File: src/rtl/tals_pkg.sv
// Shared types, codes and helpers for the transform and line point sampler.
// No dependencies; imported by tals_div and transform_and_line_point_sampler.
package tals_pkg;

  // Iterative divider: quotient known to fit in DivQuotW bits.
  localparam int unsigned DivNumW  = 64;
  localparam int unsigned DivDenW  = 32;
  localparam int unsigned DivQuotW = 32;
  localparam int unsigned DivSteps = 32;

  typedef struct packed {
    logic                 start;
    logic [DivNumW-1:0]   num;
    logic [DivDenW-1:0]   den;
  } div_req_t;

  typedef struct packed {
    logic                 done;
    logic [DivQuotW-1:0]  quot;
  } div_rsp_t;

  typedef enum logic [1:0] {
    FuncPoint  = 2'd0,
    FuncSphere = 2'd1,
    FuncLine   = 2'd2,
    FuncLineX  = 2'd3
  } func_e;

  localparam logic [2:0] CfgRowX   = 3'd0;
  localparam logic [2:0] CfgRowY   = 3'd1;
  localparam logic [2:0] CfgRowZ   = 3'd2;
  localparam logic [2:0] CfgScale  = 3'd3;
  localparam logic [2:0] CfgOffset = 3'd4;
  localparam logic [2:0] CfgSpace  = 3'd5;

  // Saturate a wide signed value to 32 bits.
  function automatic logic signed [31:0] sat32(input logic signed [53:0] v);
    logic signed [53:0] hi;
    logic signed [53:0] lo;
    hi = 54'sd2147483647;
    lo = -54'sd2147483648;
    if (v > hi) begin
      sat32 = 32'sh7fffffff;
    end else if (v < lo) begin
      sat32 = 32'sh80000000;
    end else begin
      sat32 = v[31:0];
    end
  endfunction

  // Minor axes of a line, given its major axis.
  function automatic logic [1:0] minor_axis(input logic [1:0] maj, input logic k);
    case (maj)
      2'd0:    minor_axis = k ? 2'd2 : 2'd1;
      2'd1:    minor_axis = k ? 2'd2 : 2'd0;
      default: minor_axis = k ? 2'd1 : 2'd0;
    endcase
  endfunction

endpackage

File: src/rtl/tals_div.sv
// Radix-2 restoring divider, one quotient bit per cycle.
// Depends on tals_pkg for the request and response structs.
module tals_div
  import tals_pkg::*;
(
  input  logic     clk_i,
  input  logic     rst_ni,
  input  div_req_t req_i,
  output div_rsp_t rsp_o
);

  logic                busy_q, done_q;
  logic [4:0]          cnt_q;
  logic [DivDenW-1:0]  rem_q, den_q;
  logic [DivQuotW-1:0] quo_q;
  logic [DivDenW:0]    trial;
  logic                ge;

  assign trial = {rem_q, quo_q[DivQuotW-1]};
  assign ge    = trial >= {1'b0, den_q};

  always_ff @(posedge clk_i or negedge rst_ni) begin
    if (!rst_ni) begin
      busy_q <= 1'b0;
      done_q <= 1'b0;
      cnt_q  <= '0;
    end else if (req_i.start) begin
      busy_q <= 1'b1;
      done_q <= 1'b0;
      cnt_q  <= '0;
    end else if (busy_q) begin
      cnt_q <= cnt_q + 5'd1;
      if (cnt_q == 5'(DivSteps - 1)) begin
        busy_q <= 1'b0;
        done_q <= 1'b1;
      end
    end else begin
      done_q <= 1'b0;
    end
  end

  // numerator is below den * 2^DivSteps, so the top half seeds the remainder
  always_ff @(posedge clk_i) begin
    if (req_i.start) begin
      rem_q <= req_i.num[DivNumW-1:DivQuotW];
      quo_q <= req_i.num[DivQuotW-1:0];
      den_q <= req_i.den;
    end else if (busy_q) begin
      rem_q <= ge ? DivDenW'(trial - {1'b0, den_q}) : trial[DivDenW-1:0];
      quo_q <= {quo_q[DivQuotW-2:0], ge};
    end
  end

  assign rsp_o.done = done_q;
  assign rsp_o.quot = quo_q;

  property p_done_after_busy;
    @(posedge clk_i) disable iff (!rst_ni) done_q |-> !busy_q;
  endproperty
  a_done_after_busy: assert property (p_done_after_busy) else $error("div done while busy");

  property p_start_idle;
    @(posedge clk_i) disable iff (!rst_ni) req_i.start |-> !busy_q;
  endproperty
  a_start_idle: assert property (p_start_idle) else $error("div restarted while busy");

  property p_done_pulse;
    @(posedge clk_i) disable iff (!rst_ni) done_q |=> !done_q;
  endproperty
  a_done_pulse: assert property (p_done_pulse) else $error("div done held");

endmodule

File: src/rtl/transform_and_line_point_sampler.sv
// Affine transform of points, spheres and lines, with line sampling.
// Each endpoint takes 12 shared multiplies; a sphere adds 2 multiplies for the radius, a line adds 3 divides
// and 4 multiplies; then one result beat per cycle while m_axis_tready_i is high, up to MAX_POINTS.
// Throughput: one item at a time, set by the shared 36x17 multiplier and the divider.
// Reset: async active low; config registers return to identity transform, spacing 1.0.
// Depends on tals_pkg and tals_div.
module transform_and_line_point_sampler
  import tals_pkg::*;
#(
  parameter int unsigned MAX_POINTS = 64
) (
  input  logic         clk_i,
  input  logic         rst_ni,
  input  logic         s_axis_tvalid_i,
  output logic         s_axis_tready_o,
  // ax, ay, az, bx, by, bz, radius_in (16 bits each)
  input  logic [111:0] s_axis_tdata_i,
  // func
  input  logic [1:0]   s_axis_tuser_i,
  output logic         m_axis_tvalid_o,
  input  logic         m_axis_tready_i,
  // px, py, pz, radius_out (32 bits each)
  output logic [127:0] m_axis_tdata_o,
  output logic         m_axis_tlast_o,
  // clipped
  output logic         m_axis_tuser_o,
  input  logic         cfg_we_i,
  input  logic [2:0]   cfg_idx_i,
  input  logic [63:0]  cfg_wdata_i
);

  localparam int unsigned CntW = $clog2(MAX_POINTS + 1);

  typedef enum logic [11:0] {
    StIdle = 12'b000000000001,
    StXMul = 12'b000000000010,
    StXAcc = 12'b000000000100,
    StRMul = 12'b000000001000,
    StRAcc = 12'b000000010000,
    StLen  = 12'b000000100000,
    StNDiv = 12'b000001000000,
    StSMul = 12'b000010000000,
    StSAcc = 12'b000100000000,
    StSDiv = 12'b001000000000,
    StPrep = 12'b010000000000,
    StEmit = 12'b100000000000
  } st_e;

  st_e state_q, state_d;

  logic [63:0] row_q [3];
  logic [47:0] scale_q, off_q;
  logic [31:0] spc_q;

  logic [1:0]  func_q;
  logic signed [15:0] a_q [3];
  logic signed [15:0] b_q [3];
  logic [15:0] rin_q;

  logic [1:0]  stp_q, axk_q, maj_q;
  logic        pt_q, mcnt_q;
  logic signed [35:0] acc_q;
  logic signed [52:0] prod_q;
  logic signed [31:0] pa_q [3];
  logic signed [31:0] pb_q [3];
  logic signed [32:0] dlt_q [3];
  logic [31:0] mag_q [3];
  logic [31:0] len_q;
  logic [63:0] dvd_q;
  logic signed [32:0] step_q [3];
  logic signed [39:0] cur_q [3];
  logic [CntW-1:0] np_q, cnt_q;
  logic        clip_q;
  logic signed [31:0] rad_q;

  logic [31:0] sp;
  logic signed [35:0] mul_a;
  logic signed [16:0] mul_b;
  logic signed [52:0] mul_p;
  logic signed [15:0] m_s, t_s, sc_s, of_s;
  logic signed [15:0] cin;
  logic signed [35:0] acc_nx;
  logic signed [53:0] xs;
  logic signed [31:0] coord;
  logic signed [32:0] d_c [3];
  logic [31:0] mag_c [3];
  logic [31:0] len_c;
  logic [1:0]  maj_c;
  logic [1:0]  mi;
  logic        in_acc, out_acc, out_last;
  div_req_t    dreq;
  div_rsp_t    drsp;

  assign sp = (spc_q == 32'd0) ? 32'd1 : spc_q;
  assign mi = minor_axis(maj_q, mcnt_q);

  assign m_s  = $signed(row_q[axk_q][16*stp_q +: 16]);
  assign t_s  = $signed(row_q[axk_q][63:48]);
  assign sc_s = $signed(scale_q[16*axk_q +: 16]);
  assign of_s = $signed(off_q[16*axk_q +: 16]);
  assign cin  = pt_q ? b_q[stp_q] : a_q[stp_q];

  // shared multiplier operand select
  always_comb begin
    mul_a = '0;
    mul_b = '0;
    case (state_q)
      StXMul: begin
        if (stp_q == 2'd3) begin
          mul_a = acc_q;
          mul_b = 17'(sc_s);
        end else begin
          mul_a = 36'(cin);
          mul_b = 17'(m_s);
        end
      end
      StRMul: begin
        if (stp_q == 2'd0) begin
          mul_a = 36'($signed(row_q[0][15:0]));
          mul_b = 17'($signed(scale_q[15:0]));
        end else begin
          mul_a = prod_q[35:0];
          mul_b = {1'b0, rin_q};
        end
      end
      StSMul: begin
        mul_a = {4'b0, mag_q[mi]};
        mul_b = stp_q[0] ? {1'b0, sp[31:16]} : {1'b0, sp[15:0]};
      end
      default: ;
    endcase
  end

  assign mul_p = mul_a * mul_b;

  assign acc_nx = ((stp_q == 2'd0) ? (36'(t_s) <<< 8) : acc_q) + prod_q[35:0];
  assign xs     = (54'(prod_q) + (54'(of_s) <<< 20)) >>> 12;
  assign coord  = sat32(xs);

  always_comb begin
    for (int k = 0; k < 3; k++) begin
      d_c[k]   = 33'(pb_q[k]) - 33'(pa_q[k]);
      mag_c[k] = 32'(d_c[k][32] ? -d_c[k] : d_c[k]);
    end
    len_c = mag_c[0];
    maj_c = 2'd0;
    if (mag_c[1] > len_c) begin
      len_c = mag_c[1];
      maj_c = 2'd1;
    end
    if (mag_c[2] > len_c) begin
      len_c = mag_c[2];
      maj_c = 2'd2;
    end
  end

  always_comb begin
    dreq.start = (state_q == StLen) || (state_q == StSAcc && stp_q[0]);
    if (state_q == StLen) begin
      dreq.num = 64'(len_c);
      dreq.den = sp;
    end else begin
      dreq.num = dvd_q + (64'(prod_q[47:0]) << 16);
      dreq.den = len_q;
    end
  end

  tals_div u_div (
    .clk_i  (clk_i),
    .rst_ni (rst_ni),
    .req_i  (dreq),
    .rsp_o  (drsp)
  );

  assign in_acc   = s_axis_tvalid_i && s_axis_tready_o;
  assign out_acc  = m_axis_tvalid_o && m_axis_tready_i;
  assign out_last = CntW'(cnt_q + 1'b1) == np_q;

  always_comb begin
    state_d = state_q;
    unique case (state_q)
      StIdle: if (in_acc) state_d = StXMul;
      StXMul: state_d = StXAcc;
      StXAcc: begin
        if (stp_q == 2'd3 && axk_q == 2'd2) begin
          if (pt_q) begin
            state_d = StLen;
          end else if (func_q == FuncPoint) begin
            state_d = StPrep;
          end else if (func_q == FuncSphere) begin
            state_d = StRMul;
          end else begin
            state_d = StXMul;
          end
        end else begin
          state_d = StXMul;
        end
      end
      StRMul: state_d = StRAcc;
      StRAcc: state_d = (stp_q == 2'd0) ? StRMul : StPrep;
      StLen:  state_d = StNDiv;
      StNDiv: if (drsp.done) state_d = (drsp.quot == '0) ? StIdle : StSMul;
      StSMul: state_d = StSAcc;
      StSAcc: state_d = stp_q[0] ? StSDiv : StSMul;
      StSDiv: if (drsp.done) state_d = mcnt_q ? StPrep : StSMul;
      StPrep: state_d = StEmit;
      StEmit: if (out_acc && out_last) state_d = StIdle;
      default: state_d = StIdle;
    endcase
  end

  always_ff @(posedge clk_i or negedge rst_ni) begin
    if (!rst_ni) begin
      state_q <= StIdle;
      row_q[0] <= 64'h0000_0000_0000_1000;
      row_q[1] <= 64'h0000_0000_1000_0000;
      row_q[2] <= 64'h0000_1000_0000_0000;
      scale_q  <= 48'h0100_0100_0100;
      off_q    <= '0;
      spc_q    <= 32'h0001_0000;
      stp_q    <= '0;
      axk_q    <= '0;
      pt_q     <= 1'b0;
      mcnt_q   <= 1'b0;
      cnt_q    <= '0;
      np_q     <= '0;
      clip_q   <= 1'b0;
    end else begin
      state_q <= state_d;
      if (cfg_we_i) begin
        case (cfg_idx_i)
          CfgRowX:   row_q[0] <= cfg_wdata_i;
          CfgRowY:   row_q[1] <= cfg_wdata_i;
          CfgRowZ:   row_q[2] <= cfg_wdata_i;
          CfgScale:  scale_q  <= cfg_wdata_i[47:0];
          CfgOffset: off_q    <= cfg_wdata_i[47:0];
          CfgSpace:  spc_q    <= cfg_wdata_i[31:0];
          default: ;
        endcase
      end
      case (state_q)
        StIdle: begin
          if (in_acc) begin
            stp_q  <= '0;
            axk_q  <= '0;
            pt_q   <= 1'b0;
            np_q   <= CntW'(1);
            clip_q <= 1'b0;
          end
        end
        // stp_q wraps to zero after the scale step, ready for the sphere path
        StXAcc: begin
          stp_q <= stp_q + 2'd1;
          if (stp_q == 2'd3) begin
            if (axk_q == 2'd2) begin
              axk_q <= '0;
              pt_q  <= 1'b1;
            end else begin
              axk_q <= axk_q + 2'd1;
            end
          end
        end
        StRAcc: stp_q <= stp_q + 2'd1;
        StNDiv: begin
          if (drsp.done) begin
            stp_q  <= '0;
            mcnt_q <= 1'b0;
            if (drsp.quot > 32'(MAX_POINTS)) begin
              np_q   <= CntW'(MAX_POINTS);
              clip_q <= 1'b1;
            end else begin
              np_q <= drsp.quot[CntW-1:0];
            end
          end
        end
        StSAcc: stp_q <= stp_q + 2'd1;
        StSDiv: begin
          if (drsp.done) begin
            mcnt_q <= 1'b1;
            stp_q  <= '0;
          end
        end
        StPrep: cnt_q <= '0;
        StEmit: if (out_acc) cnt_q <= cnt_q + 1'b1;
        default: ;
      endcase
    end
  end

  // datapath registers
  always_ff @(posedge clk_i) begin
    case (state_q)
      StIdle: begin
        if (in_acc) begin
          func_q <= s_axis_tuser_i;
          for (int k = 0; k < 3; k++) begin
            a_q[k] <= $signed(s_axis_tdata_i[16*k +: 16]);
            b_q[k] <= $signed(s_axis_tdata_i[48+16*k +: 16]);
          end
          rin_q <= s_axis_tdata_i[111:96];
          rad_q <= '0;
        end
      end
      StXMul, StRMul, StSMul: prod_q <= mul_p;
      StXAcc: begin
        if (stp_q == 2'd3) begin
          if (pt_q) pb_q[axk_q] <= coord;
          else      pa_q[axk_q] <= coord;
        end else begin
          acc_q <= acc_nx;
        end
      end
      StRAcc: if (stp_q != 2'd0) rad_q <= sat32(54'(prod_q) >>> 12);
      StLen: begin
        for (int k = 0; k < 3; k++) begin
          dlt_q[k] <= d_c[k];
          mag_q[k] <= mag_c[k];
        end
        len_q <= len_c;
        maj_q <= maj_c;
      end
      StNDiv: begin
        if (drsp.done) begin
          step_q[maj_q] <= dlt_q[maj_q][32] ? -33'(sp) : 33'(sp);
        end
      end
      StSAcc: if (!stp_q[0]) dvd_q <= 64'(prod_q[47:0]);
      StSDiv: begin
        if (drsp.done) begin
          step_q[mi] <= dlt_q[mi][32] ? -33'(drsp.quot) : 33'(drsp.quot);
        end
      end
      StPrep: for (int k = 0; k < 3; k++) cur_q[k] <= 40'(pa_q[k]);
      StEmit: begin
        if (out_acc) begin
          for (int k = 0; k < 3; k++) cur_q[k] <= cur_q[k] + 40'(step_q[k]);
        end
      end
      default: ;
    endcase
  end

  assign s_axis_tready_o = (state_q == StIdle);
  assign m_axis_tvalid_o = (state_q == StEmit);
  assign m_axis_tdata_o  = {rad_q, sat32(54'(cur_q[2])), sat32(54'(cur_q[1])),
                            sat32(54'(cur_q[0]))};
  assign m_axis_tlast_o  = out_last;
  assign m_axis_tuser_o  = clip_q;

  property p_one_side;
    @(posedge clk_i) disable iff (!rst_ni) m_axis_tvalid_o |-> !s_axis_tready_o;
  endproperty
  a_one_side: assert property (p_one_side) else $error("input and output both open");

  property p_div_done_state;
    @(posedge clk_i) disable iff (!rst_ni)
      drsp.done |-> (state_q == StNDiv || state_q == StSDiv);
  endproperty
  a_div_done_state: assert property (p_div_done_state) else $error("stray divide result");

  property p_clip_full;
    @(posedge clk_i) disable iff (!rst_ni)
      (m_axis_tvalid_o && m_axis_tuser_o) |-> (np_q == CntW'(MAX_POINTS));
  endproperty
  a_clip_full: assert property (p_clip_full) else $error("clipped run not full");

  property p_cnt_range;
    @(posedge clk_i) disable iff (!rst_ni) (state_q == StEmit) |-> (cnt_q < np_q);
  endproperty
  a_cnt_range: assert property (p_cnt_range) else $error("beat count past run");

endmodule

File: config.mk
export PLATFORM = sky130hd
export DESIGN_NAME = transform_and_line_point_sampler
export DESIGN_NICKNAME = d
export VERILOG_FILES = /design/src/rtl/tals_pkg.sv /design/src/rtl/tals_div.sv /design/src/rtl/transform_and_line_point_sampler.sv
export SDC_FILE = /design/constraint.sdc
export NUM_CORES = 2
export LEC_CHECK = 0
export ABC_AREA = 1
export ABC_CLOCK_PERIOD_IN_PS = 11800
export BUFFER_PORTS_ARGS = -buffer_cell sky130_fd_sc_hd__buf_2
export CORE_MARGIN = 2
export CORE_UTILIZATION = 55
export DETAILED_ROUTE_END_ITERATION = 12
export PLACE_DENSITY = 0.72
export SYNTH_ARGS = -nofsm -noshare
export SYNTH_HDL_FRONTEND = slang
export SYNTH_SLANG_ARGS = --single-unit
export TNS_END_PERCENT = 30
File: constraint.sdc
create_clock -name clk_i -period 11.8 [get_ports clk_i]
set_input_delay 2.36 -clock clk_i [delete_from_list [all_inputs] [get_ports clk_i]]
set_output_delay 2.36 -clock clk_i [all_outputs]
set_load 0.01 [all_outputs]
==> results.cfg <==
[floorplanning]
io_pins = 318
die_width_um = 426
die_h_um = 426
die_area_mm2 = 0.181
initial_util_pct = 55.5
floorplan.core_area_mm2 = 0.176
count_of_standard_cell_rows = 154

[critical_path]
rr_startpoint = stp_q[0]$_DFFE_PN0P_
reg2reg_depth = 33
worstSetupEndpoint = prod_q[51]$_DFFE_PP_
critical_path.max_fanout = 37
setup.worst_path.end_class = flip-flop
crit_path_frequent_cell = inv_1
worst_ep_arrival_time_ns = 11.38
crit_path_max_incr_delay_ns = 0.94
worst_r2r_endpoint = prod_q[51]$_DFFE_PP_
cp_data_required_time_ns = 12.35
critPathLaunch = stp_q[0]$_DFFE_PN0P_
timing_worst_setup_path_type = flip-flop to flip-flop
regToRegSetupSlack_ns = 0.97
critical_path.startpoint_type = flip-flop
crit_path_slowest_cell = a221oi_1

[sta]
fin_setup_tns_ns = 0
slew_headroom_pct = -0.970
max_clock_freq_mhz = 92.3
final.period_utilization_pct = 91.8
final-max-slew-violation-count = 1
clock-skew-final_ns = 0.0527
setup-violations-final = 0
grt_setup_unrepaired = false
timing_worst_slew_pin_value_ns = 1.50
finalCriticalPeriod_ns = 10.83
hold_fails_final_rpt = 0

[power]
pwr_cell_area_mw_per_mm2 = 142
total_leakage_power_uw = 0.0511
vdd_drop_max_mv = 0.159

[cts]
cts_hold_buf = 0
numCtsBuffers = 149
cts.repair_timing.setup_buffer_count = 0
cts-resized-gates = 0
clock_transition_at_the_registers_of_the_reported_paths_ns = 0.07
clk_path_buf_depth = 3
tritoncts_num_sinks = 1285
ctsRootBufferMaster = clkbuf_16
clock_network_latency_to_the_later_pin_of_the_worst_skew_pair_ns = 0.84
cts.htree.levels = 4
cts_tree = done

[run_status]
violations = max-capacitance violations, max-slew violations
result_of_the_run = finished with violations

[yosys]
synth_fp_nets = 13000
yosysTopAreaCell = edfxtp_1
ys_seq_elements = 1285
synthesis.instances = 11700
synth_area_mm2 = 0.0978
synth_ff_type = edfxtp_1
synth_compound_gate_area_share_pct = 12.6
synth.area.mux_share_pct = 0.0614
synth_xor_xnor_area_share_pct = 3.46
synth_area_per_cell_um2 = 8.39
ys_types = 84
seq_area_frac_synth_pct = 37.6
area_share_of_fa_ha_maj_cells_after_synthesis_pct = 19.0
main_combinational_cell_family_by_area_after_synthesis = adder cells
synth_enable_flop_cells = 923
synth.yosys.warnings = 0
top_area_cells_in_the_synthesized_netlist = edfxtp_1, fa_1, nand2_1
synth-simple-area-share_pct = 18.2
netlist.area_leader.share_pct = 28.3
asyncSetResetFlopFracSynth_pct = 28.0

[drt]
detail-route-antenna-nets = 0
detail_route.iter0.violations = 9711
drt_wl_total_um = 375000
number_of_vias_per_cell = 5.96
drc_errors = 0
drt-wirelength-per-cell_um = 26.1
drt_pass1_iterations = 10
dr_total_vias = 85800

[placed_design]
gp_routability_congestion = 1.03
place_inst = 14100
placed_area_mm2 = 0.102
place_hpwl_um = 293000
io_buffers = 317

[layout]
design.final.nets = 13200
regArea_mm2 = 0.0368
final_cell_count_no_fill = 14400
count_of_fill_cells_added_during_filler_insertion = 15500
areaGrowthSynthToFinish_pct = 9.90
layout-drive-gt1-share_pct = 7.30
design_area_mm2 = 0.107
multiInputGateArea_mm2 = 0.0526

[global_route]
global_route.usage.total_pct = 41.2
global_route.overflow_total = 0
grt_start_max_net_pins = 137
grt_pass1_wl_um = 546000
grt_antenna_before_repair = 33
first_global_vias = 84400

[hold_path]
holdPathStages = 2
hold_class = flip-flop to flip-flop

[flow_run]
cap_viol_max_count = 1
[layout make-up]
cell class	count	share of cell area, %
multi-input combinational	8056	48.9
sequential	1285	34.2
tap	2340	2.72
inverter	1928	6.74
timing repair buffer	472	2.59
clock buffer	186	3.73
clock inverter	89	0.990
antenna	24	0.0559
[layer usage]
layer  track usage [%]  wire, um
met2              65.3    170000
met5                 0       184
met4              31.9     34400
met3              9.41     34900
met1              48.8    135000
[kinds of logic after synthesis]
family / after synthesis
compound gates: 2192
mux: 6
buf+inv: 2317
xor+xnor: 385
simple gates: 4341
fa+ha+maj: 1132
flops: 1285
[through the flow]
step	hold WS, ns	setup slack [ns]	total power, uW	utilization, %
after CTS	0.487	1.25	15100	60.9
after floorplan	0.453	2.78	8370	-
after global routing	0.500	0.761	15700	60.9
after global placement	0.466	1.41	10200	58.0
final	0.483	0.966	15200	60.9
after detailed placement	0.473	1.32	10300	58.0
[how the worst min path moves through the flow]
stage                                 startpoint                     end
after floorplan           row_q[129]$_DFFE_PN0P_  row_q[129]$_DFFE_PN0P_
after global placement    row_q[127]$_DFFE_PN0P_  row_q[127]$_DFFE_PN0P_
after detailed placement   off_q[32]$_DFFE_PN0P_   off_q[32]$_DFFE_PN0P_
after CTS                  row_q[91]$_DFFE_PN0P_   row_q[91]$_DFFE_PN0P_
after global routing        row_q[0]$_DFFE_PN0P_    row_q[0]$_DFFE_PN0P_
final                      row_q[91]$_DFFE_PN0P_   row_q[91]$_DFFE_PN0P_
[power breakdown]
part           switching, uW  leakage (uW)  internal [uW]
clock                   2090       0.00245           2760
combinational           3290        0.0357           1170
sequential               363        0.0129           5580
total                   5740        0.0511           9500
[cells in the final DEF, fill, tap and decap left out, types with 153 or more instances in the layout]
master	synthesis	layout
a21oi_1	642	640
buf_2	36	316
buf_4	5	153
dfrtp_1	352	351
edfxtp_1	923	923
fa_1	592	592
ha_1	540	539
inv_1	1908	1905
nand2_1	2723	2714
nand3_1	388	384
nor2_1	836	816
o21ai_0	994	986
xor2_1	236	236
[cell usage after synthesis (39+ instances only)]
| master | number |
|---|---|
| nand2_1 | 2723 |
| inv_1 | 1908 |
| o21ai_0 | 994 |
| edfxtp_1 | 923 |
| nor2_1 | 836 |
| a21oi_1 | 642 |
| fa_1 | 592 |
| ha_1 | 540 |
| nand3_1 | 388 |
| dfrtp_1 | 352 |
| clkbuf_1 | 317 |
| xor2_1 | 236 |
| xnor2_1 | 147 |
| nand4_1 | 107 |
| nor3_1 | 105 |
| o211ai_1 | 73 |
| a31oi_1 | 57 |
| o21a_1 | 55 |
| o22ai_1 | 45 |
| and2_1 | 39 |
[state kept, by name (all words and copies together) (netlist names), 7 cells and up, named ones only]
register / flops
state_q: 12
u_div.rem_q: 32
mag_q: 96
cur_q: 120
np_q: 7
b_q: 48
off_q: 48
scale_q: 48
step_q: 99
u_div.den_q: 32
cnt_q: 7
spc_q: 32
rad_q: 32
rin_q: 16
dvd_q: 48
len_q: 32
acc_q: 36
pa_q: 96
a_q: 48
prod_q: 53
row_q: 192
pb_q: 96
u_div.quo_q: 32
[worst max-delay path: cells and delay by family (launching register included)]
family,cells,cell delay [ns]
adders and majority gates,8,3.98
AOI/OAI and AO/OA,9,3.15
buffers and inverters,12,2.42
DFF,1,0.42
and+or+nand+nor,3,0.38
xor gates and xnor gates,1,0.14
No activity file was read; power rests on OpenSTA's default activity.
